## config.mk

```make
export PLATFORM = sky130hd
export DESIGN_NAME = wav_header_deframer_unit
export DESIGN_NICKNAME = d
export VERILOG_FILES = /design/src/rtl/wavd_pkg.sv /design/src/rtl/wavd_hdr_store.sv /design/src/rtl/wavd_parser.sv /design/src/rtl/wavd_out_buf.sv /design/src/rtl/wav_header_deframer_unit.sv
export SDC_FILE = /design/constraint.sdc
export NUM_CORES = 1
export LEC_CHECK = 0
export ABC_CLOCK_PERIOD_IN_PS = 3500
export BUFFER_PORTS_ARGS = -buffer_cell sky130_fd_sc_hd__buf_2
export CAP_MARGIN = 5
export CORE_AREA = 2 2 207 230
export CTS_BUF_LIST = sky130_fd_sc_hd__clkbuf_4 sky130_fd_sc_hd__clkbuf_8
export CTS_CLUSTER_DIAMETER = 200
export CTS_CLUSTER_SIZE = 14
export DETAILED_ROUTE_END_ITERATION = 10
export DIE_AREA = 0 0 209 232
export GPL_ROUTABILITY_DRIVEN = 0
export GPL_TIMING_DRIVEN = 1
export HOLD_SLACK_MARGIN = 0.02
export PLACE_DENSITY = 0.68
export SETUP_SLACK_MARGIN = 0.02
export SYNTH_ARGS = -nofsm -noshare
export SYNTH_HDL_FRONTEND = slang
export SYNTH_SLANG_ARGS = --single-unit
```

## constraint.sdc

```tcl
create_clock -name aclk -period 3.5 [get_ports aclk]
set_clock_uncertainty 0.05 [all_clocks]
set_input_delay 0.175 -clock aclk [delete_from_list [all_inputs] [get_ports aclk]]
set_output_delay 0.175 -clock aclk [all_outputs]
set_load 0.05 [all_outputs]
```

## src/rtl/wavd_pkg.sv

```systemverilog
// ----------------------------------------------------------------------------
// wavd_pkg
// Shared types, tag constants and status codes for the wav header deframer.
// ----------------------------------------------------------------------------
package wavd_pkg;

    localparam int HDR_LEN = 12;
    localparam int FMT_LEN = 16;

    // four-byte tags, first character in the lowest byte
    localparam logic [31:0] TAG_RIFF = 32'h4646_4952;
    localparam logic [31:0] TAG_WAVE = 32'h4556_4157;
    localparam logic [31:0] TAG_FMT  = 32'h2074_6d66;
    localparam logic [31:0] TAG_DATA = 32'h6174_6164;

    localparam logic [31:0] RATE_LOW     = 32'd4000;
    localparam logic [31:0] RATE_HIGH    = 32'd20000;
    localparam logic [31:0] RATE_DEFAULT = 32'd8000;

    localparam logic [2:0] ST_PARSE = 3'd0;
    localparam logic [2:0] ST_WAV   = 3'd1;
    localparam logic [2:0] ST_RAW   = 3'd2;
    localparam logic [2:0] ST_BAD   = 3'd3;
    localparam logic [2:0] ST_RATE  = 3'd4;

    typedef enum logic [7:0] {
        PH_COLLECT = 8'b0000_0001,
        PH_CHDR    = 8'b0000_0010,
        PH_FMT     = 8'b0000_0100,
        PH_SKIP    = 8'b0000_1000,
        PH_PAD     = 8'b0001_0000,
        PH_PLAY    = 8'b0010_0000,
        PH_STOP    = 8'b0100_0000,
        PH_FLUSH   = 8'b1000_0000
    } phase_t;

    typedef struct packed {
        logic        last;
        logic        valid;
        logic [7:0]  sample;
        logic [2:0]  status;
        logic [31:0] rate;
    } result_t;

    typedef struct packed {
        logic       we;
        logic [3:0] addr;
        logic [7:0] data;
    } hdr_wr_t;

    function automatic logic rate_ok(input logic [31:0] r);
        return (r >= RATE_LOW) && (r <= RATE_HIGH);
    endfunction

    function automatic result_t make_res(input logic valid, input logic [7:0] data,
                                         input logic [2:0] st, input logic [31:0] rate,
                                         input logic last);
        result_t r;
        r.last   = last;
        r.valid  = valid;
        r.sample = valid ? data : 8'd0;
        r.status = st;
        r.rate   = (st == ST_WAV || st == ST_RAW) ? rate : 32'd0;
        return r;
    endfunction

endpackage

```

## src/rtl/wavd_hdr_store.sv

```systemverilog
// ----------------------------------------------------------------------------
// wavd_hdr_store
// Twelve-byte header hold with tag match and a read port for the raw flush.
// ----------------------------------------------------------------------------
module wavd_hdr_store (
    input  logic             aclk,
    input  wavd_pkg::hdr_wr_t wr,
    input  logic [3:0]       raddr,
    output logic [7:0]       rdata,
    output logic             riff_ok,
    output logic             wav_ok
);
    import wavd_pkg::*;

    logic [7:0] mem_reg [HDR_LEN];

    always_ff @(posedge aclk) begin
        if (wr.we) begin
            mem_reg[wr.addr] <= wr.data;
        end
    end

    assign rdata   = mem_reg[raddr];
    assign riff_ok = ({mem_reg[3], mem_reg[2], mem_reg[1], mem_reg[0]} == TAG_RIFF);
    // last byte of the wave tag arrives with the word that completes the header
    assign wav_ok  = ({mem_reg[10], mem_reg[9], mem_reg[8]} == TAG_WAVE[23:0]);

endmodule

```

## src/rtl/wavd_parser.sv

```systemverilog
// ----------------------------------------------------------------------------
// wavd_parser
// Chunk walker: header collect, chunk headers, fmt check, skip, pad, play, stop and flush.
// ----------------------------------------------------------------------------
module wavd_parser (
    input  logic              aclk,
    input  logic              aresetn,
    input  logic              in_valid,
    output logic              in_ready,
    input  logic [7:0]        in_byte,
    input  logic              in_end,
    input  logic              cfg_we,
    input  logic [19:0]       cfg_data,
    input  logic              buf_ready,
    output logic              res_valid,
    output wavd_pkg::result_t res,
    output wavd_pkg::hdr_wr_t hdr_wr,
    output logic [3:0]        hdr_raddr,
    input  logic [7:0]        hdr_rdata,
    input  logic              riff_ok,
    input  logic              wav_ok
);
    import wavd_pkg::*;

    phase_t      phase_reg, phase_next;
    logic [3:0]  hcount_reg, hcount_next;
    logic [31:0] chunk_id_reg, chunk_id_next;
    logic [31:0] chunk_size_reg, chunk_size_next;
    logic [31:0] bcount_reg, bcount_next;
    logic        fmt_seen_reg, fmt_seen_next;
    logic [31:0] rate_reg, rate_next;
    logic [2:0]  held_reg, held_next;
    logic [3:0]  fl_idx_reg, fl_idx_next;
    logic [3:0]  fl_len_reg, fl_len_next;
    logic        fl_play_reg, fl_play_next;
    logic [19:0] req_rate_reg;
    logic [7:0]  fmt_reg [FMT_LEN];
    logic        fmt_we;

    logic        accept;
    logic [31:0] raw_rate;
    logic        fl_last;
    logic [31:0] cnt_dec;
    logic [31:0] fmt_rem;
    logic        fmt_good;

    function automatic phase_t after_body(input logic [31:0] cnt, input logic odd);
        if (cnt != 32'd0) begin
            return PH_SKIP;
        end else if (odd) begin
            return PH_PAD;
        end
        return PH_CHDR;
    endfunction

    assign in_ready  = buf_ready && (phase_reg != PH_FLUSH);
    assign accept    = in_valid && in_ready;
    assign raw_rate  = rate_ok({12'd0, req_rate_reg}) ? {12'd0, req_rate_reg} : RATE_DEFAULT;
    assign hdr_raddr = fl_idx_reg;
    assign fl_last   = (fl_idx_reg == 4'(fl_len_reg - 4'd1));
    assign cnt_dec   = bcount_reg - 32'd1;
    assign fmt_rem   = chunk_size_reg - 32'(FMT_LEN);
    assign fmt_good  = (fmt_reg[0] == 8'd1) && (fmt_reg[1] == 8'd0) &&
                       (fmt_reg[2] == 8'd1) && (fmt_reg[3] == 8'd0) &&
                       (fmt_reg[14] == 8'd8) && (in_byte == 8'd0);

    always_comb begin
        phase_next      = phase_reg;
        hcount_next     = hcount_reg;
        chunk_id_next   = chunk_id_reg;
        chunk_size_next = chunk_size_reg;
        bcount_next     = bcount_reg;
        fmt_seen_next   = fmt_seen_reg;
        rate_next       = rate_reg;
        held_next       = held_reg;
        fl_idx_next     = fl_idx_reg;
        fl_len_next     = fl_len_reg;
        fl_play_next    = fl_play_reg;
        fmt_we          = 1'b0;
        hdr_wr.we       = 1'b0;
        hdr_wr.addr     = hcount_reg;
        hdr_wr.data     = in_byte;
        res_valid       = 1'b0;
        res             = make_res(1'b0, 8'd0, ST_PARSE, 32'd0, 1'b1);

        case (phase_reg)
            PH_COLLECT: begin
                if (accept) begin
                    if (in_end) begin
                        rate_next = raw_rate;
                        held_next = ST_RAW;
                        if (hcount_reg == 4'd0) begin
                            phase_next = PH_STOP;
                            res_valid  = 1'b1;
                            res        = make_res(1'b0, 8'd0, ST_RAW, raw_rate, 1'b1);
                        end else begin
                            phase_next   = PH_FLUSH;
                            fl_idx_next  = 4'd0;
                            fl_len_next  = hcount_reg;
                            fl_play_next = 1'b0;
                        end
                    end else begin
                        hdr_wr.we   = 1'b1;
                        hcount_next = hcount_reg + 4'd1;
                        if (hcount_reg == 4'(HDR_LEN - 1)) begin
                            if (riff_ok && wav_ok && in_byte == TAG_WAVE[31:24]) begin
                                phase_next      = PH_CHDR;
                                bcount_next     = 32'd0;
                                chunk_id_next   = 32'd0;
                                chunk_size_next = 32'd0;
                                res_valid       = 1'b1;
                            end else begin
                                // header is not riff/wave: release it as raw samples
                                rate_next    = raw_rate;
                                held_next    = ST_RAW;
                                phase_next   = PH_FLUSH;
                                fl_idx_next  = 4'd0;
                                fl_len_next  = 4'(HDR_LEN);
                                fl_play_next = 1'b1;
                            end
                        end else begin
                            res_valid = 1'b1;
                        end
                    end
                end
            end
            PH_CHDR: begin
                if (accept) begin
                    res_valid = 1'b1;
                    if (in_end) begin
                        held_next  = ST_BAD;
                        phase_next = PH_STOP;
                        res        = make_res(1'b0, 8'd0, ST_BAD, rate_reg, 1'b1);
                    end else begin
                        if (!bcount_reg[2]) begin
                            chunk_id_next[{bcount_reg[1:0], 3'b000} +: 8] = in_byte;
                        end else begin
                            chunk_size_next[{bcount_reg[1:0], 3'b000} +: 8] = in_byte;
                        end
                        bcount_next = bcount_reg + 32'd1;
                        if (bcount_reg[2:0] == 3'd7) begin
                            if (chunk_id_reg == TAG_FMT) begin
                                if (chunk_size_next < 32'(FMT_LEN)) begin
                                    held_next  = ST_BAD;
                                    phase_next = PH_STOP;
                                    res = make_res(1'b0, 8'd0, ST_BAD, rate_reg, 1'b1);
                                end else begin
                                    phase_next  = PH_FMT;
                                    bcount_next = 32'd0;
                                end
                            end else if (chunk_id_reg == TAG_DATA) begin
                                if (!fmt_seen_reg) begin
                                    held_next  = ST_BAD;
                                    phase_next = PH_STOP;
                                    res = make_res(1'b0, 8'd0, ST_BAD, rate_reg, 1'b1);
                                end else if (!rate_ok(rate_reg)) begin
                                    held_next  = ST_RATE;
                                    phase_next = PH_STOP;
                                    res = make_res(1'b0, 8'd0, ST_RATE, rate_reg, 1'b1);
                                end else begin
                                    held_next  = ST_WAV;
                                    phase_next = PH_PLAY;
                                    res = make_res(1'b0, 8'd0, ST_WAV, rate_reg, 1'b1);
                                end
                            end else begin
                                bcount_next = chunk_size_next;
                                phase_next  = after_body(chunk_size_next, chunk_size_next[0]);
                                if (phase_next == PH_CHDR) begin
                                    chunk_id_next   = 32'd0;
                                    chunk_size_next = 32'd0;
                                end
                            end
                        end
                    end
                end
            end
            PH_FMT: begin
                if (accept) begin
                    res_valid = 1'b1;
                    if (in_end) begin
                        held_next  = ST_BAD;
                        phase_next = PH_STOP;
                        res        = make_res(1'b0, 8'd0, ST_BAD, rate_reg, 1'b1);
                    end else begin
                        fmt_we      = 1'b1;
                        bcount_next = bcount_reg + 32'd1;
                        if (bcount_reg[3:0] == 4'(FMT_LEN - 1)) begin
                            if (!fmt_good) begin
                                held_next  = ST_BAD;
                                phase_next = PH_STOP;
                                res = make_res(1'b0, 8'd0, ST_BAD, rate_reg, 1'b1);
                            end else begin
                                rate_next     = {fmt_reg[7], fmt_reg[6], fmt_reg[5], fmt_reg[4]};
                                fmt_seen_next = 1'b1;
                                bcount_next   = fmt_rem;
                                phase_next    = after_body(fmt_rem, chunk_size_reg[0]);
                                if (phase_next == PH_CHDR) begin
                                    chunk_id_next   = 32'd0;
                                    chunk_size_next = 32'd0;
                                end
                            end
                        end
                    end
                end
            end
            PH_SKIP: begin
                if (accept) begin
                    res_valid = 1'b1;
                    if (in_end) begin
                        held_next  = ST_BAD;
                        phase_next = PH_STOP;
                        res        = make_res(1'b0, 8'd0, ST_BAD, rate_reg, 1'b1);
                    end else begin
                        bcount_next = cnt_dec;
                        phase_next  = after_body(cnt_dec, chunk_size_reg[0]);
                        if (phase_next == PH_CHDR) begin
                            chunk_id_next   = 32'd0;
                            chunk_size_next = 32'd0;
                        end
                    end
                end
            end
            PH_PAD: begin
                if (accept) begin
                    res_valid = 1'b1;
                    if (in_end) begin
                        held_next  = ST_BAD;
                        phase_next = PH_STOP;
                        res        = make_res(1'b0, 8'd0, ST_BAD, rate_reg, 1'b1);
                    end else begin
                        phase_next      = PH_CHDR;
                        bcount_next     = 32'd0;
                        chunk_id_next   = 32'd0;
                        chunk_size_next = 32'd0;
                    end
                end
            end
            PH_PLAY: begin
                if (accept) begin
                    res_valid = 1'b1;
                    if (in_end) begin
                        phase_next = PH_STOP;
                        res        = make_res(1'b0, 8'd0, held_reg, rate_reg, 1'b1);
                    end else begin
                        res        = make_res(1'b1, in_byte, held_reg, rate_reg, 1'b1);
                    end
                end
            end
            PH_STOP: begin
                if (accept) begin
                    res_valid = 1'b1;
                    res       = make_res(1'b0, 8'd0, held_reg, rate_reg, 1'b1);
                end
            end
            PH_FLUSH: begin
                if (buf_ready) begin
                    res_valid   = 1'b1;
                    res         = make_res(1'b1, hdr_rdata, ST_RAW, rate_reg, fl_last);
                    fl_idx_next = fl_idx_reg + 4'd1;
                    if (fl_last) begin
                        phase_next = fl_play_reg ? PH_PLAY : PH_STOP;
                    end
                end
            end
            default: begin
                phase_next = PH_STOP;
            end
        endcase
    end

    always_ff @(posedge aclk) begin
        if (!aresetn) begin
            phase_reg      <= PH_COLLECT;
            hcount_reg     <= 4'd0;
            chunk_id_reg   <= 32'd0;
            chunk_size_reg <= 32'd0;
            bcount_reg     <= 32'd0;
            fmt_seen_reg   <= 1'b0;
            rate_reg       <= 32'd0;
            held_reg       <= ST_PARSE;
            fl_idx_reg     <= 4'd0;
            fl_len_reg     <= 4'd0;
            fl_play_reg    <= 1'b0;
            req_rate_reg   <= RATE_DEFAULT[19:0];
        end else begin
            phase_reg      <= phase_next;
            hcount_reg     <= hcount_next;
            chunk_id_reg   <= chunk_id_next;
            chunk_size_reg <= chunk_size_next;
            bcount_reg     <= bcount_next;
            fmt_seen_reg   <= fmt_seen_next;
            rate_reg       <= rate_next;
            held_reg       <= held_next;
            fl_idx_reg     <= fl_idx_next;
            fl_len_reg     <= fl_len_next;
            fl_play_reg    <= fl_play_next;
            if (cfg_we) begin
                req_rate_reg <= cfg_data;
            end
        end
    end

    always_ff @(posedge aclk) begin
        if (fmt_we) begin
            fmt_reg[bcount_reg[3:0]] <= in_byte;
        end
    end

endmodule

```

## src/rtl/wavd_out_buf.sv

```systemverilog
// ----------------------------------------------------------------------------
// wavd_out_buf
// Two-entry result buffer; its ready comes straight from a register.
// ----------------------------------------------------------------------------
module wavd_out_buf (
    input  logic              aclk,
    input  logic              aresetn,
    input  logic              in_valid,
    output logic              in_ready,
    input  wavd_pkg::result_t in_res,
    output logic              out_valid,
    input  logic              out_ready,
    output wavd_pkg::result_t out_res
);
    import wavd_pkg::*;

    result_t    slot0_reg, slot1_reg;
    logic [1:0] count_reg, count_next;
    logic       push, pop;

    assign in_ready  = (count_reg != 2'd2);
    assign out_valid = (count_reg != 2'd0);
    assign out_res   = slot0_reg;
    assign push      = in_valid && in_ready;
    assign pop       = out_valid && out_ready;

    always_comb begin
        count_next = count_reg;
        if (push && !pop) begin
            count_next = count_reg + 2'd1;
        end else if (pop && !push) begin
            count_next = count_reg - 2'd1;
        end
    end

    always_ff @(posedge aclk) begin
        if (!aresetn) begin
            count_reg <= 2'd0;
        end else begin
            count_reg <= count_next;
        end
    end

    always_ff @(posedge aclk) begin
        if (count_reg == 2'd2) begin
            if (pop) begin
                slot0_reg <= slot1_reg;
            end
        end else if (count_reg == 2'd1) begin
            if (push && pop) begin
                slot0_reg <= in_res;
            end else if (push) begin
                slot1_reg <= in_res;
            end
        end else begin
            if (push) begin
                slot0_reg <= in_res;
            end
        end
    end

endmodule

```

## src/rtl/wav_header_deframer_unit.sv

```systemverilog
// ----------------------------------------------------------------------------
// wav_header_deframer_unit
// Strips a riff/wav header from an 8-bit mono audio byte stream.
// ----------------------------------------------------------------------------
// Input words on the s_ channel carry one stream byte each; s_tlast marks the
// end of the stream and carries no byte. Every input word gives one result word
// on the m_ channel, with a sample flag on m_tuser and m_tlast on the final
// result of that word. Two cases give several results: the twelfth byte of a
// stream whose header is not riff/wave releases all twelve held bytes as raw
// samples, and an end mark before twelve bytes releases the bytes held so far.
// Throughput is one word per cycle while the output buffer has room; during a
// header release s_tready stays low while the held bytes (up to 12) are read
// one at a time from the header hold. Results pass through a two-word buffer,
// so a stalled receiver holds back s_tready only once that buffer is full.
// cfg_wr_en writes the requested raw-stream rate; write it only while idle.
// Reset (aresetn low, synchronous) empties the buffer, returns the parser to
// header collection and sets the requested rate to 8000.
// ----------------------------------------------------------------------------
module wav_header_deframer_unit (
    input  logic        aclk,
    input  logic        aresetn,
    input  logic        s_tvalid,
    output logic        s_tready,
    input  logic [7:0]  s_tdata,     // [7:0] data_byte
    input  logic        s_tlast,     // end_mark
    output logic        m_tvalid,
    input  logic        m_tready,
    output logic [47:0] m_tdata,     // [7:0] sample_byte, [10:8] status, [42:11] sample_rate
    output logic        m_tuser,     // sample_valid
    output logic        m_tlast,     // run_last
    input  logic        cfg_wr_en,
    input  logic [19:0] cfg_wr_data
);
    import wavd_pkg::*;

    hdr_wr_t    hdr_wr;
    logic [3:0] hdr_raddr;
    logic [7:0] hdr_rdata;
    logic       riff_ok, wav_ok;
    logic       buf_ready, res_valid;
    result_t    res, out_res;

    wavd_hdr_store u_hdr (
        .aclk    (aclk),
        .wr      (hdr_wr),
        .raddr   (hdr_raddr),
        .rdata   (hdr_rdata),
        .riff_ok (riff_ok),
        .wav_ok  (wav_ok)
    );

    wavd_parser u_parser (
        .aclk      (aclk),
        .aresetn   (aresetn),
        .in_valid  (s_tvalid),
        .in_ready  (s_tready),
        .in_byte   (s_tdata),
        .in_end    (s_tlast),
        .cfg_we    (cfg_wr_en),
        .cfg_data  (cfg_wr_data),
        .buf_ready (buf_ready),
        .res_valid (res_valid),
        .res       (res),
        .hdr_wr    (hdr_wr),
        .hdr_raddr (hdr_raddr),
        .hdr_rdata (hdr_rdata),
        .riff_ok   (riff_ok),
        .wav_ok    (wav_ok)
    );

    wavd_out_buf u_buf (
        .aclk      (aclk),
        .aresetn   (aresetn),
        .in_valid  (res_valid),
        .in_ready  (buf_ready),
        .in_res    (res),
        .out_valid (m_tvalid),
        .out_ready (m_tready),
        .out_res   (out_res)
    );

    assign m_tdata = {5'd0, out_res.rate, out_res.status, out_res.sample};
    assign m_tuser = out_res.valid;
    assign m_tlast = out_res.last;

endmodule

```

==> flow_summary.html <==
<table>
<tr><th>Metric</th><th>Value</th></tr>
<tr><th colspan="2">Detailed routing</th></tr>
<tr><td>First-pass detailed-route iteration total</td><td>7</td></tr>
<tr><td>Total vias in the final route</td><td>19,300</td></tr>
<tr><td>Post-route DRC violation count</td><td>0</td></tr>
<tr><td>Drt first-iter violations</td><td>approximately 2,600</td></tr>
<tr><td>Number of nets with antenna violations after routing</td><td>0</td></tr>
<tr><td>Post-detailed-route via-to-cell ratio</td><td>around 6.5</td></tr>
<tr><td>Wirelength, routed</td><td>between 60 and 70 mm</td></tr>
<tr><td>WL/cell</td><td>around 23 um</td></tr>
<tr><th colspan="2">Synth</th></tr>
<tr><td>Adder-cell area share of the yosys netlist</td><td>roughly 1.1%</td></tr>
<tr><td>Synthesized flop and latch total</td><td>roughly 440</td></tr>
<tr><td>Fraction of registers with async set/reset</td><td>0%</td></tr>
<tr><td>Mux cell area share after synthesis</td><td>~4.5%</td></tr>
<tr><td>Fraction of the mapped netlist area in compound gates</td><td>approximately 16%</td></tr>
<tr><td>Flip-flop cell with the highest count after synthesis</td><td>edfxtp_1</td></tr>
<tr><td>Share of synthesized area occupied by flip-flops and latches</td><td>50.5%</td></tr>
<tr><td>Post-synthesis share of cell area spent on and, or, nand and nor gates</td><td>21.0%</td></tr>
<tr><td>Number of enable-type register cells in the synthesized netlist</td><td>approximately 260</td></tr>
<tr><td>Netlist cell types</td><td>92</td></tr>
<tr><td>Combinational family with the most area after synthesis</td><td>simple AND/OR/NAND/NOR gates</td></tr>
<tr><td>Number of warnings reported in the yosys synthesis log</td><td>0</td></tr>
<tr><td>Post-synth design cell area</td><td>around 22,000 um^2</td></tr>
<tr><td>Xor/xnor share of the synthesized area</td><td>approximately 2.7%</td></tr>
<tr><td>Cell count after synthesis</td><td>2,185</td></tr>
<tr><td>Mean area per synthesized cell</td><td>10.3 um^2</td></tr>
<tr><th colspan="2">CTS</th></tr>
<tr><td>Deepest level of the CTS H-tree</td><td>2</td></tr>
<tr><td>Number of buffers between clock root and the deepest sink</td><td>3</td></tr>
<tr><td>Clock root buffer</td><td>clkbuf_8</td></tr>
<tr><td>Clock tree from TritonCTS</td><td>built</td></tr>
<tr><td>Clock Latency Late Sink</td><td>630 ps</td></tr>
<tr><td>Sink count of the clock tree</td><td>437</td></tr>
<tr><td>CTS Buf Count</td><td>37</td></tr>
<tr><td>Clock slew at reported path FFs</td><td>roughly 120 ps</td></tr>
<tr><th colspan="2">Floorplanning</th></tr>
<tr><td>Height of the die</td><td>between 200 and 250 um</td></tr>
<tr><td>Die X</td><td>about 210 um</td></tr>
<tr><td>Rows</td><td>83</td></tr>
<tr><td>Core ar.</td><td>around 46,000 um^2</td></tr>
<tr><td>Overall die area</td><td>between 40,000 and 50,000 um^2</td></tr>
<tr><td>Effective utilization at floorplan</td><td>around 49%</td></tr>
<tr><td>Number of I/O pins</td><td>86</td></tr>
<tr><th colspan="2">STA</th></tr>
<tr><td>Setup repair after global routing missed its margin</td><td>yes</td></tr>
<tr><td>Worst rel slew slack</td><td>between 20% and 30%</td></tr>
<tr><td>Timing-limited maximum frequency</td><td>just under 300 MHz</td></tr>
<tr><td>Final critical-path setup slack</td><td>between 60 and 70 ps</td></tr>
<tr><td>Hold Violations, Final</td><td>0</td></tr>
<tr><td>Tcrit/Tclk final</td><td>98.1%</td></tr>
<tr><td>Actual transition at the worst max-transition pin</td><td>~1200 ps</td></tr>
<tr><td>Fin crit period</td><td>3430 ps</td></tr>
<tr><td>Total negative slack for setup checks</td><td>0 ps</td></tr>
<tr><td>Final Hold Slack</td><td>~60 ps</td></tr>
<tr><td># setup viols final</td><td>0</td></tr>
<tr><td>Final Slew Violations</td><td>0</td></tr>
<tr><th colspan="2">GRT</th></tr>
<tr><td>GRT Total Usage</td><td>a little over a quarter</td></tr>
<tr><td>Total congestion overflow</td><td>0</td></tr>
<tr><td>Number of global-route vias before repair</td><td>between 15,000 and 20,000</td></tr>
<tr><td>Global-route wire length before repair</td><td>between 100 and 150 mm</td></tr>
<tr><td>Antenna violations before repair</td><td>2</td></tr>
<tr><td>Maximum number of pins on one net before global-route repair</td><td>65</td></tr>
<tr><th colspan="2">Layout</th></tr>
<tr><td>Most common cell after layout, fill and taps aside</td><td>edfxtp_1</td></tr>
<tr><td>Commonest cells after routing, fill and taps aside</td><td>edfxtp_1 (258), nor2_1 (188), dfxtp_1 (178)</td></tr>
<tr><td>Final standard cell utilization of the core</td><td>around 55%</td></tr>
<tr><td>Number of flip-flops in the largest register</td><td>96</td></tr>
<tr><td>Synth-to-Final Area Change</td><td>14.3%</td></tr>
<tr><td>Fraction of final layout cells with drive strength greater than 1</td><td>18.5%</td></tr>
<tr><td>Post-Layout Cell Count</td><td>a little under 3,000</td></tr>
<tr><td>Final layout net count</td><td>2,400</td></tr>
<tr><td>Cell area after layout</td><td>around 26,000 um^2</td></tr>
<tr><td># fillers</td><td>around 3,900</td></tr>
<tr><th colspan="2">Worst setup path</th></tr>
<tr><td>Reg2reg end</td><td>u_parser.chunk_size_reg[7]</td></tr>
<tr><td>Worst path arrival time</td><td>about 4000 ps</td></tr>
<tr><td>Required time of the critical path</td><td>around 4000 ps</td></tr>
<tr><td>Maximum fanout encountered on the critical timing path</td><td>10</td></tr>
<tr><td>Element type at the critical path start</td><td>flip-flop</td></tr>
<tr><td>Critical path class</td><td>flip-flop to flip-flop</td></tr>
<tr><td>FF-to-FF setup slack</td><td>around 65 ps</td></tr>
<tr><td>Worst R2R Start</td><td>u_parser.bcount_reg[0]</td></tr>
<tr><td>R2R depth</td><td>10</td></tr>
<tr><td>Critical path endpoint category</td><td>flip-flop</td></tr>
<tr><th colspan="2">Min path</th></tr>
<tr><td>Hold Path Cell Cnt</td><td>3</td></tr>
<tr><td>End point of the most critical hold path</td><td>u_parser.chunk_size_reg[31]</td></tr>
<tr><td>Worst min path class</td><td>input port to flip-flop</td></tr>
<tr><td>Origin of the worst min-delay path</td><td>aresetn</td></tr>
<tr><th colspan="2">Power and ir drop</th></tr>
<tr><td>Total Power</td><td>14.3 mW</td></tr>
<tr><td>Leak</td><td>slightly above 9 nW</td></tr>
<tr><td>Maximum resistive drop on vdd</td><td>a little under 0.5 mV</td></tr>
<tr><td>Ratio of total power to cell area</td><td>approximately 560 nW/um^2</td></tr>
<tr><th colspan="2">Job</th></tr>
<tr><td>Max-cap violations</td><td>0</td></tr>
<tr><th colspan="2">Placement</th></tr>
<tr><td>Count of port buffers added during placement</td><td>80</td></tr>
<tr><td>Pre-CTS setup slack</td><td>-132 ps</td></tr>
<tr><td>Post-place instance area</td><td>between 20,000 and 25,000 um^2</td></tr>
<tr><td>HPWL Detailed</td><td>between 40 and 50 mm</td></tr>
<tr><td>Total instance count after detailed placement</td><td>2,864</td></tr>
<tr><th colspan="2">Status</th></tr>
<tr><td>Run status</td><td>complete, no violations</td></tr>
</table>
[cell families after synthesis]
family	after synthesis
simple gates	854
compound gates	531
flops	437
buf+inv	202
xor+xnor	70
mux	70
fa+ha+maj	20
other cells	1
[power breakdown]
| group | internal [mW] | switching (mW) |
|---|---|---|
| registers | 6.06 | 0.241 |
| clock network | 1.28 | 1.74 |
| logic | 1.68 | 3.27 |
[metal layers]
layer  wire length, um  part of all wire (%)  track usage (%)  vias to the layer above
met3              6300                   9.2             4.30                      201
met1             28600                    41             37.4                     9337
li1                  -                     -                -                     8722
met5                 8                 0.012                0                        -
met2             31400                    46             43.5                     1087
met4              2600                   3.8             10.6                        2
[area by class of cell]
cell class,count,area [um^2],area share [%]
sequential,437,11300,44.2
tap,595,744,2.90
multi-input combinational,1552,10600,41.2
inverter,31,116,0.454
antenna,1,2.50,0.00976
clock buffer,61,696,2.71
timing repair buffer,287,2140,8.37
clock inverter,3,36.3,0.142
[synthesized netlist by cell type, drive strengths merged (14+ instances only)]
cell / n / area share [%]
inv: 29 / 0.49
and3: 25 / 0.70
mux4: 24 / 2.4
nor2b: 15 / 0.42
xor2: 30 / 1.2
edfxtp: 258 / 35
o22ai: 16 / 0.45
o21ai: 105 / 2.3
o311ai: 31 / 1.2
nor3: 74 / 1.7
or4: 32 / 1.1
a21oi: 110 / 2.5
mux2i: 38 / 1.7
buf: 40 / 0.94
a31oi: 25 / 0.70
nor2: 191 / 3.2
dfxtp: 179 / 16
nand2: 168 / 2.8
nand4: 37 / 1.0
and2: 43 / 1.2
nor4: 66 / 2.3
ha: 20 / 1.1
clkbuf: 131 / 2.2
xnor2: 40 / 1.6
nand4b: 14 / 0.61
nor4b: 27 / 1.1
a211oi: 18 / 0.60
a22oi: 28 / 0.94
a22o: 46 / 1.8
o31ai: 15 / 0.50
nand3: 71 / 1.6
or3: 16 / 0.45
[how the worst max path moves through the flow]
stage                                     start                     endpoint  slack [ps]  cells after the start
floorplan                u_parser.bcount_reg[0]  u_parser.chunk_size_reg[14]          30                     14
finish                   u_parser.bcount_reg[0]   u_parser.chunk_size_reg[7]          70                     10
global placement     u_parser.chunk_size_reg[5]     u_parser.chunk_id_reg[0]         110                     11
detailed placement       u_parser.bcount_reg[0]    u_parser.chunk_id_reg[21]        -130                     11
global route        u_parser.chunk_size_reg[11]     u_parser.chunk_id_reg[1]          -9                     10
CTS                      u_parser.bcount_reg[0]    u_parser.chunk_id_reg[12]          30                     10
[critical path, stage by stage (launching register included)]
cell and delay, ps:
dfxtp_1 380, buf_4 180, or4_4 580, nor4b_1 280, a31oi_1 80, o32a_1 200, a2111o_1 460, buf_4 200
o21a_2 300, or4_1 500, a21oi_1 160
[what timing repair did]
action,in CTS,in global routing
gates resized for setup,9,48
cloned,1,5
pin swaps,1,12
setup buffers,0,10
endpoints found under the hold margin,25,0
endpoints found under the setup margin,51,177
hold buffers,22,0
(Power assumes the default switching activity.)
